## src/design/aqi_pkg.sv

```systemverilog
// Shared types, breakpoint tables and lookup functions for the air quality classifier.
package aqi_pkg;

    localparam int NUM_BREAKS = 7;
    localparam int NUM_LIMITS = 3;

    localparam logic [8:0] SUB_MAX = 9'd500;

    typedef logic [9:0]  t_brk_tab [0:NUM_BREAKS-1];
    typedef logic [8:0]  t_idx_tab [0:NUM_BREAKS-1];
    typedef logic [15:0] t_lim_tab [0:NUM_LIMITS-1];

    // Concentration breakpoints and the index value at each of them.
    localparam t_brk_tab FINE_BRK   = '{10'd0, 10'd12, 10'd55, 10'd150, 10'd250, 10'd350, 10'd500};
    localparam t_brk_tab COARSE_BRK = '{10'd0, 10'd50, 10'd150, 10'd350, 10'd420, 10'd500, 10'd600};
    localparam t_idx_tab IDX_BRK    = '{9'd0, 9'd50, 9'd100, 9'd200, 9'd300, 9'd400, 9'd500};

    // Gas thresholds.
    localparam t_lim_tab ECO2_LIM = '{16'd1000, 16'd2000, 16'd4000};
    localparam t_lim_tab TVOC_LIM = '{16'd250, 16'd2000, 16'd4000};

    // Band edges of the combined index.
    localparam logic [8:0] BAND1_EDGE = 9'd50;
    localparam logic [8:0] BAND2_EDGE = 9'd100;
    localparam logic [8:0] BAND3_EDGE = 9'd200;
    localparam logic [8:0] BAND4_EDGE = 9'd300;

    // Level held after reset, before any sample has been classified.
    localparam logic [2:0] LEVEL_NONE = 3'd5;

    // Request to and response from the shared divider.
    typedef struct packed {
        logic        start;
        logic [15:0] num;
        logic [8:0]  den;
    } t_div_req;

    typedef struct packed {
        logic       done;
        logic [6:0] quot;
    } t_div_rsp;

    // Segment set-up for one interpolation: base index, rounded numerator, doubled span.
    typedef struct packed {
        logic [8:0]  base;
        logic [15:0] num;
        logic [8:0]  den;
    } t_seg_setup;

    typedef struct packed {
        logic [2:0] level;
        logic [8:0] psi;
        logic       changed;
    } t_class;

    // Find the segment that holds the reading and form the division operands.
    function automatic t_seg_setup seg_setup(input t_brk_tab brk, input logic [15:0] x);
        logic [2:0]  seg;
        logic [8:0]  dpm;
        logic [6:0]  dpsi;
        logic [7:0]  diff;
        logic [14:0] prod;
        t_seg_setup  s;
        seg = 3'd0;
        for (int k = NUM_BREAKS - 1; k >= 1; k--) begin
            if (x < {6'd0, brk[k]}) begin
                seg = 3'(k);
            end
        end
        if (seg == 3'd0) begin
            // Reading at or above the top breakpoint saturates; quotient comes out as zero.
            s.base = SUB_MAX;
            s.num  = 16'd0;
            s.den  = 9'd1;
        end else begin
            dpm    = 9'(brk[seg] - brk[seg - 3'd1]);
            dpsi   = 7'(IDX_BRK[seg] - IDX_BRK[seg - 3'd1]);
            diff   = 8'(x[9:0] - brk[seg - 3'd1]);
            prod   = {7'd0, diff} * {8'd0, dpsi};
            s.base = IDX_BRK[seg - 3'd1];
            s.num  = {prod, 1'b0} + {7'd0, dpm};
            s.den  = {dpm[7:0], 1'b0};
        end
        return s;
    endfunction

    // Number of thresholds that the reading has reached.
    function automatic logic [1:0] thresh_level(input t_lim_tab lim, input logic [15:0] x);
        logic [1:0] lvl;
        lvl = 2'd3;
        for (int k = NUM_LIMITS - 1; k >= 0; k--) begin
            if (x < lim[k]) begin
                lvl = 2'(k);
            end
        end
        return lvl;
    endfunction

endpackage

```

## src/design/air_quality_index_classifier.sv

```systemverilog
// Top level: sequencer around the shared divider, sample and result registers.
//
//  Channel | Handshake           | Beat contents
//  --------+---------------------+----------------------------------------------------------
//  input   | i_valid / o_stall   | i_pm25_sample, i_pm10_sample, i_eco2_sample, i_tvoc_sample
//  output  | o_valid / i_stall   | o_quality_level, o_psi_value, o_fine_subindex,
//          |                     | o_coarse_subindex, o_level_changed
//
// Each sample goes through two interpolations, each a set-up state and a division in the
// shared divider, then a classification state. The divider is used once for PM2.5 and
// once for PM10. The input stalls from acceptance until the result is registered, so a
// new sample is accepted only after the previous one is through.
// Reset is synchronous and active low; the previous level resets to "no level yet".
// The result register frees the input side while a result waits; a held result only
// delays the classification cycle of the following sample.
module air_quality_index_classifier
    import aqi_pkg::*;
(
    input  logic        i_clk,
    input  logic        i_rst_n,
    input  logic        i_valid,
    output logic        o_stall,
    input  logic [15:0] i_pm25_sample,
    input  logic [15:0] i_pm10_sample,
    input  logic [15:0] i_eco2_sample,
    input  logic [15:0] i_tvoc_sample,
    output logic        o_valid,
    input  logic        i_stall,
    output logic [2:0]  o_quality_level,
    output logic [8:0]  o_psi_value,
    output logic [8:0]  o_fine_subindex,
    output logic [8:0]  o_coarse_subindex,
    output logic        o_level_changed
);

    typedef enum logic [1:0] {
        ST_IDLE,
        ST_SETUP,
        ST_WAIT,
        ST_CLASS
    } t_state;

    t_state      r_state;
    logic        r_chan;
    logic [15:0] r_pm25;
    logic [15:0] r_pm10;
    logic [15:0] r_eco2;
    logic [15:0] r_tvoc;
    logic [8:0]  r_base;
    logic [8:0]  r_fine;
    logic [8:0]  r_coarse;
    logic [2:0]  r_prev_level;
    logic        r_out_valid;
    logic [2:0]  r_out_level;
    logic [8:0]  r_out_psi;
    logic [8:0]  r_out_fine;
    logic [8:0]  r_out_coarse;
    logic        r_out_changed;

    t_seg_setup  setup;
    t_div_req    div_req;
    t_div_rsp    div_rsp;
    t_class      cls;
    logic [8:0]  n_sub;
    logic        in_beat;
    logic        out_free;

    assign o_stall  = (r_state != ST_IDLE);
    assign in_beat  = i_valid && (r_state == ST_IDLE);
    assign out_free = !r_out_valid || !i_stall;

    // Segment lookup for the pollutant now being interpolated.
    always_comb begin
        if (r_chan) begin
            setup = seg_setup(COARSE_BRK, r_pm10);
        end else begin
            setup = seg_setup(FINE_BRK, r_pm25);
        end
    end

    assign div_req.start = (r_state == ST_SETUP);
    assign div_req.num   = setup.num;
    assign div_req.den   = setup.den;

    aqi_divider u_divider (
        .i_clk   (i_clk),
        .i_rst_n (i_rst_n),
        .i_req   (div_req),
        .o_rsp   (div_rsp)
    );

    // Sub-index is the segment base plus the rounded quotient.
    assign n_sub = 9'(r_base + {2'd0, div_rsp.quot});

    aqi_classify u_classify (
        .i_fine       (r_fine),
        .i_coarse     (r_coarse),
        .i_eco2       (r_eco2),
        .i_tvoc       (r_tvoc),
        .i_prev_level (r_prev_level),
        .o_class      (cls)
    );

    // Sequencer, sample capture and result register.
    always_ff @(posedge i_clk) begin
        if (!i_rst_n) begin
            r_state      <= ST_IDLE;
            r_chan       <= 1'b0;
            r_prev_level <= LEVEL_NONE;
            r_out_valid  <= 1'b0;
        end else begin
            // A new result may replace the one that leaves in this same cycle.
            if ((r_state == ST_CLASS) && out_free) begin
                r_out_valid <= 1'b1;
            end else if (r_out_valid && !i_stall) begin
                r_out_valid <= 1'b0;
            end
            case (r_state)
                ST_IDLE: begin
                    if (in_beat) begin
                        r_pm25  <= i_pm25_sample;
                        r_pm10  <= i_pm10_sample;
                        r_eco2  <= i_eco2_sample;
                        r_tvoc  <= i_tvoc_sample;
                        r_chan  <= 1'b0;
                        r_state <= ST_SETUP;
                    end
                end
                ST_SETUP: begin
                    r_base  <= setup.base;
                    r_state <= ST_WAIT;
                end
                ST_WAIT: begin
                    if (div_rsp.done) begin
                        if (r_chan) begin
                            r_coarse <= n_sub;
                            r_state  <= ST_CLASS;
                        end else begin
                            r_fine  <= n_sub;
                            r_chan  <= 1'b1;
                            r_state <= ST_SETUP;
                        end
                    end
                end
                ST_CLASS: begin
                    if (out_free) begin
                        r_out_level   <= cls.level;
                        r_out_psi     <= cls.psi;
                        r_out_fine    <= r_fine;
                        r_out_coarse  <= r_coarse;
                        r_out_changed <= cls.changed;
                        r_prev_level  <= cls.level;
                        r_state       <= ST_IDLE;
                    end
                end
                default: begin
                    r_state <= ST_IDLE;
                end
            endcase
        end
    end

    assign o_valid           = r_out_valid;
    assign o_quality_level   = r_out_level;
    assign o_psi_value       = r_out_psi;
    assign o_fine_subindex   = r_out_fine;
    assign o_coarse_subindex = r_out_coarse;
    assign o_level_changed   = r_out_changed;

endmodule

```

## src/design/aqi_divider.sv

```systemverilog
// Iterative compare-and-subtract divider shared by both sub-index interpolations.
module aqi_divider
    import aqi_pkg::*;
(
    input  logic     i_clk,
    input  logic     i_rst_n,
    input  t_div_req i_req,
    output t_div_rsp o_rsp
);

    logic [15:0] r_rem;
    logic [8:0]  r_den;
    logic [6:0]  r_quot;
    logic [2:0]  r_cnt;
    logic        r_busy;
    logic        r_done;

    logic [15:0] shifted_den;
    logic        take;

    // Divisor aligned to the quotient bit under trial.
    assign shifted_den = {7'd0, r_den} << r_cnt;
    assign take        = (r_rem >= shifted_den);

    // One quotient bit per cycle, most significant first; the quotient never exceeds 7 bits.
    always_ff @(posedge i_clk) begin
        if (!i_rst_n) begin
            r_busy <= 1'b0;
            r_done <= 1'b0;
        end else begin
            r_done <= 1'b0;
            if (i_req.start) begin
                r_rem  <= i_req.num;
                r_den  <= i_req.den;
                r_quot <= 7'd0;
                r_cnt  <= 3'd6;
                r_busy <= 1'b1;
            end else if (r_busy) begin
                if (take) begin
                    r_rem <= r_rem - shifted_den;
                end
                r_quot <= {r_quot[5:0], take};
                r_cnt  <= r_cnt - 3'd1;
                if (r_cnt == 3'd0) begin
                    r_busy <= 1'b0;
                    r_done <= 1'b1;
                end
            end
        end
    end

    assign o_rsp.done = r_done;
    assign o_rsp.quot = r_quot;

endmodule

```

## src/design/aqi_classify.sv

```systemverilog
// Combines the sub-indices and gas levels into the quality level and change flag.
module aqi_classify
    import aqi_pkg::*;
(
    input  logic [8:0]  i_fine,
    input  logic [8:0]  i_coarse,
    input  logic [15:0] i_eco2,
    input  logic [15:0] i_tvoc,
    input  logic [2:0]  i_prev_level,
    output t_class      o_class
);

    logic [8:0] psi;
    logic [2:0] band;
    logic [1:0] eco2_lvl;
    logic [1:0] tvoc_lvl;
    logic [1:0] voc_lvl;
    logic [2:0] level;

    // The larger sub-index is the overall index.
    assign psi = (i_fine > i_coarse) ? i_fine : i_coarse;

    // Band of the overall index; 300 and above is the top band.
    always_comb begin
        if (psi < BAND1_EDGE) begin
            band = 3'd0;
        end else if (psi < BAND2_EDGE) begin
            band = 3'd1;
        end else if (psi < BAND3_EDGE) begin
            band = 3'd2;
        end else if (psi < BAND4_EDGE) begin
            band = 3'd3;
        end else begin
            band = 3'd4;
        end
    end

    // Gas levels and the worst of everything.
    assign eco2_lvl = thresh_level(ECO2_LIM, i_eco2);
    assign tvoc_lvl = thresh_level(TVOC_LIM, i_tvoc);
    assign voc_lvl  = (eco2_lvl > tvoc_lvl) ? eco2_lvl : tvoc_lvl;
    assign level    = (band > {1'b0, voc_lvl}) ? band : {1'b0, voc_lvl};

    assign o_class.level   = level;
    assign o_class.psi     = psi;
    assign o_class.changed = (level != i_prev_level);

endmodule
```

## config.mk

```make
export PLATFORM = sky130hd
export DESIGN_NAME = air_quality_index_classifier
export DESIGN_NICKNAME = d
export VERILOG_FILES = /design/src/design/aqi_pkg.sv /design/src/design/air_quality_index_classifier.sv /design/src/design/aqi_divider.sv /design/src/design/aqi_classify.sv
export SDC_FILE = /design/constraint.sdc
export NUM_CORES = 1
export LEC_CHECK = 0
export ABC_AREA = 1
export BUFFER_PORTS_ARGS = -buffer_cell sky130_fd_sc_hd__buf_2
export CORE_ASPECT_RATIO = 1.2
export CORE_MARGIN = 2
export CORE_UTILIZATION = 30
export DETAILED_ROUTE_END_ITERATION = 10
export GPL_TIMING_DRIVEN = 1
export HOLD_SLACK_MARGIN = 0.03
export MAX_ROUTING_LAYER = met4
export PLACE_DENSITY = 0.47
export SKIP_CTS_REPAIR_TIMING = 1
export SLEW_MARGIN = 20
export SYNTH_ARGS = -nofsm -noshare
export SYNTH_HDL_FRONTEND = slang
export SYNTH_SLANG_ARGS = --single-unit
```

## constraint.sdc

```tcl
create_clock -name i_clk -period 18.8 [get_ports i_clk]
set_input_delay 3.76 -clock i_clk [delete_from_list [all_inputs] [get_ports i_clk]]
set_output_delay 3.76 -clock i_clk [all_outputs]
set_load 0.01 [all_outputs]
```

==> flow_summary.yaml <==
status:
  status: "finished clean"
detailed_routing:
  drt-met1-wl_um: 14300
  highest_layer: "met4"
  via_per_inst: 4.61
  drtPass1Iterations: 5
  ant_nets: 0
  via_count: 10600
  drc: 0
  met3_length_um: 939
  wl_met2_um: 16700
  avgRoutedWirePerCell_um: 14.2
  drt_iter0_markers: 408
  drt_wl_total_um: 32700
yosys:
  synth-main-ff-cell: "edfxtp_1"
  async_reset_ff_share_pct: 0
  yosysSeqAreaShare_pct: 34.8
  synth_area_mm2: 0.0137
  avgSynthCellArea_um2: 8.65
  syn_nets: 1862
  ys_seq_elements: 161
  synth_edf_count: 152
  synthDistinctLibCells: 61
  yosys_warnings: 0
  syn_inst: 1578
global_routing:
  grt_pass1_vias: 11100
  grt_max_degree: 61
  grt.overflow.total: 0
  grt_pass1_wl_um: 55300
  grtUsageTotal_pct: 15.3
  antenna_found_initial: 0
critical_path:
  slowest_delay_ns: 0.53
  rrSetupSlack_ns: 9.57
  path_common_cell: "nand2_1"
  cp-start-kind: "flip-flop"
  reg2reg_depth: 42
  crit_arrival_ns: 9.43
  crit_required_ns: 19.00
  crit_buf_inv: 7
  crit_path_end_kind: "flip-flop"
  path_class: "reg -> reg"
  path_max_fanout: 6
  r2r-end: "u_divider.r_rem[15]"
  cp_top_family: "adder cells"
  cp_slowest_cell: "fa_1"
  r2r-start: "r_pm25[11]"
placed_design:
  place_congestion: 0.871
  hpwlAfterDp_um: 27300
  port_buffers: 96
  preCtsSetupSlack_ns: 9.58
  dpl_cell_area_mm2: 0.0149
timing:
  hold_viol: 0
  layout_setup_ws_ns: 9.57
  min_period_over_period_pct: 49.1
  slew_headroom_pct: 40.8
  setup_viol: 0
  period_minus_slack_ns: 9.23
  clock.fmax_mhz: 108
  finalMaxSlewViolations: 0
  fin_worst_skew_ns: 0.0160
  rsz0062_at_grt: "false"
  fin_setup_tns_ns: 0
  worst_slew_pin_slew_ns: 0.888
floorplan:
  ioPinCount: 101
  dieArea_mm2: 0.0472
  die_h_um: 238
  chipWidth_um: 199
  start_util_pct: 30.4
  coreArea_mm2: 0.0449
  num_rows: 85
cells_and_area:
  fin_nets: 1966
  num_antenna_cells: 0
  drive_gt1_share_pct: 12.7
  layout_commonest_cell: "nand2_1"
  final_cell_mix: "nand2_1 (294), inv_1 (209), nor2_1 (170)"
  final_cell_area_mm2: 0.0155
  area_growth_pct: 13.4
  fillers: 4759
clock_tree:
  clkTransAtPathRegs_ns: 0.07
  cts_tree: "built"
  cts.path.max_buffers: 2
  htree_num_levels: 4
  insertion_delay_ns: 0.45
  ctsRootBufferMaster: "clkbuf_16"
  numCtsBuffers: 17
  cts.sinks: 161
min_path:
  hold_depth: 0
  hold_path_class: "reg -> reg"
  min-delay-start: "r_fine[0]"
  hold_end: "o_fine_subindex[0]"
power_and_ir_drop:
  cellPowerDensity_mw_per_mm2: 84.9
  cellLeakagePower_nw: 7.19
  peakVddDrop_v: 0.0000656
run:
  maxCapViolCount: 0
==> where the power goes <==
part / switching (mW) / total, mW / internal, mW
Combinational: 0.318 / 0.509 / 0.192
Sequential: 0.0136 / 0.442 / 0.429
Clock: 0.153 / 0.364 / 0.211
Total: 0.484 / 1.32 / 0.831
==> registers in the layout, summed over array words and instances, names as in the netlist, 13 cells and up <==
| signal | cells |
|---|---|
| r_pm25 | 16 |
| r_tvoc | 15 |
| r_pm10 | 16 |
| u_divider.r_rem | 16 |
| r_eco2 | 13 |
==> worst reg2reg max path, delay by kind of cell, from the launching register on <==
kind	cells	cell delay (ns)
fa+ha+maj	9	3.81
simple gates	19	2.58
compound gates	5	0.92
buf+inv	7	0.64
xor+xnor	2	0.64
flops	1	0.37
==> per-stage QoR <==
stage          util (%)  hold slack, ns  instances  power [mW]
2_1_floorplan         -           0.426       1578       0.838
3_3_place_gp       33.2           0.455       2272       0.957
3_5_place_dp       33.2           0.457       2272       0.959
4_1_cts            34.5           0.467       2304        1.33
5_1_grt            34.5           0.490       2304        1.43
6_report           34.5           0.458       2304        1.32
==> cell usage after synthesis, types with 7 or more instances <==
| master | instances | area share, % |
|---|---|---|
| nand2_2 | 20 | 0.92 |
| nand3_1 | 80 | 2.9 |
| or2_2 | 11 | 0.50 |
| nor2_1 | 173 | 4.8 |
| o21ai_0 | 86 | 3.2 |
| xnor2_1 | 21 | 1.3 |
| fa_1 | 58 | 8.5 |
| a21oi_1 | 87 | 3.2 |
| xor2_1 | 33 | 2.1 |
| ha_1 | 158 | 14 |
| nand2_1 | 294 | 8.1 |
| and2_1 | 7 | 0.32 |
| inv_2 | 17 | 0.47 |
| clkbuf_1 | 13 | 0.36 |
| inv_1 | 209 | 5.7 |
| or2_1 | 9 | 0.41 |
| dfxtp_1 | 9 | 1.3 |
| o21ai_1 | 15 | 0.55 |
| nand4_1 | 16 | 0.73 |
| edfxtp_1 | 152 | 33 |
| a31oi_1 | 10 | 0.46 |
| nand3b_1 | 7 | 0.38 |
| nor3_1 | 13 | 0.48 |
==> routing by layer <==
layer,global-route usage [%],vias to the layer above
met5,-,-
met1,17.6,4951
met3,2.43,45
met2,26.9,141
met4,5.50,0
li1,-,5489
==> worst max-delay path by stage <==
stage                from                   to  slack [ns]  cells past startpoint
2_1_floorplan   r_pm25[5]  u_divider.r_rem[15]       11.15                     44
3_3_place_gp   r_pm25[11]  u_divider.r_rem[15]        9.59                     42
3_5_place_dp   r_pm25[11]  u_divider.r_rem[15]        9.58                     42
4_1_cts        r_pm25[11]  u_divider.r_rem[15]        9.54                     42
5_1_grt         r_pm25[5]  u_divider.r_rem[15]        8.90                     44
6_report       r_pm25[11]  u_divider.r_rem[15]        9.57                     42
==> area by class of cell <==
class | instances | area [um2] | share of cell area (%)
repair buffers | 102 | 526 | 3.39
well taps | 609 | 762 | 4.92
clock buffers | 18 | 429 | 2.77
multi-input cells | 1171 | 7990 | 51.6
inverters | 229 | 862 | 5.57
flip-flops and latches | 161 | 4740 | 30.6
clock inverters | 14 | 175 | 1.13
==> cell families (layout without fill, tap and decap cells) <==
logic type	count (synthesis)	after routing	share of synthesized area, %
AO/OA/AOI/OAI	243	243	10.1
XOR/XNOR	56	56	3.78
adder cells (fa/ha/maj)	216	216	23.0
buffers and inverters	246	363	6.88
flip-flops	161	161	34.8
multiplexers	2	2	0.156
AND/OR/NAND/NOR	654	654	21.3
Note: power is estimated with default switching activity, not from simulation.
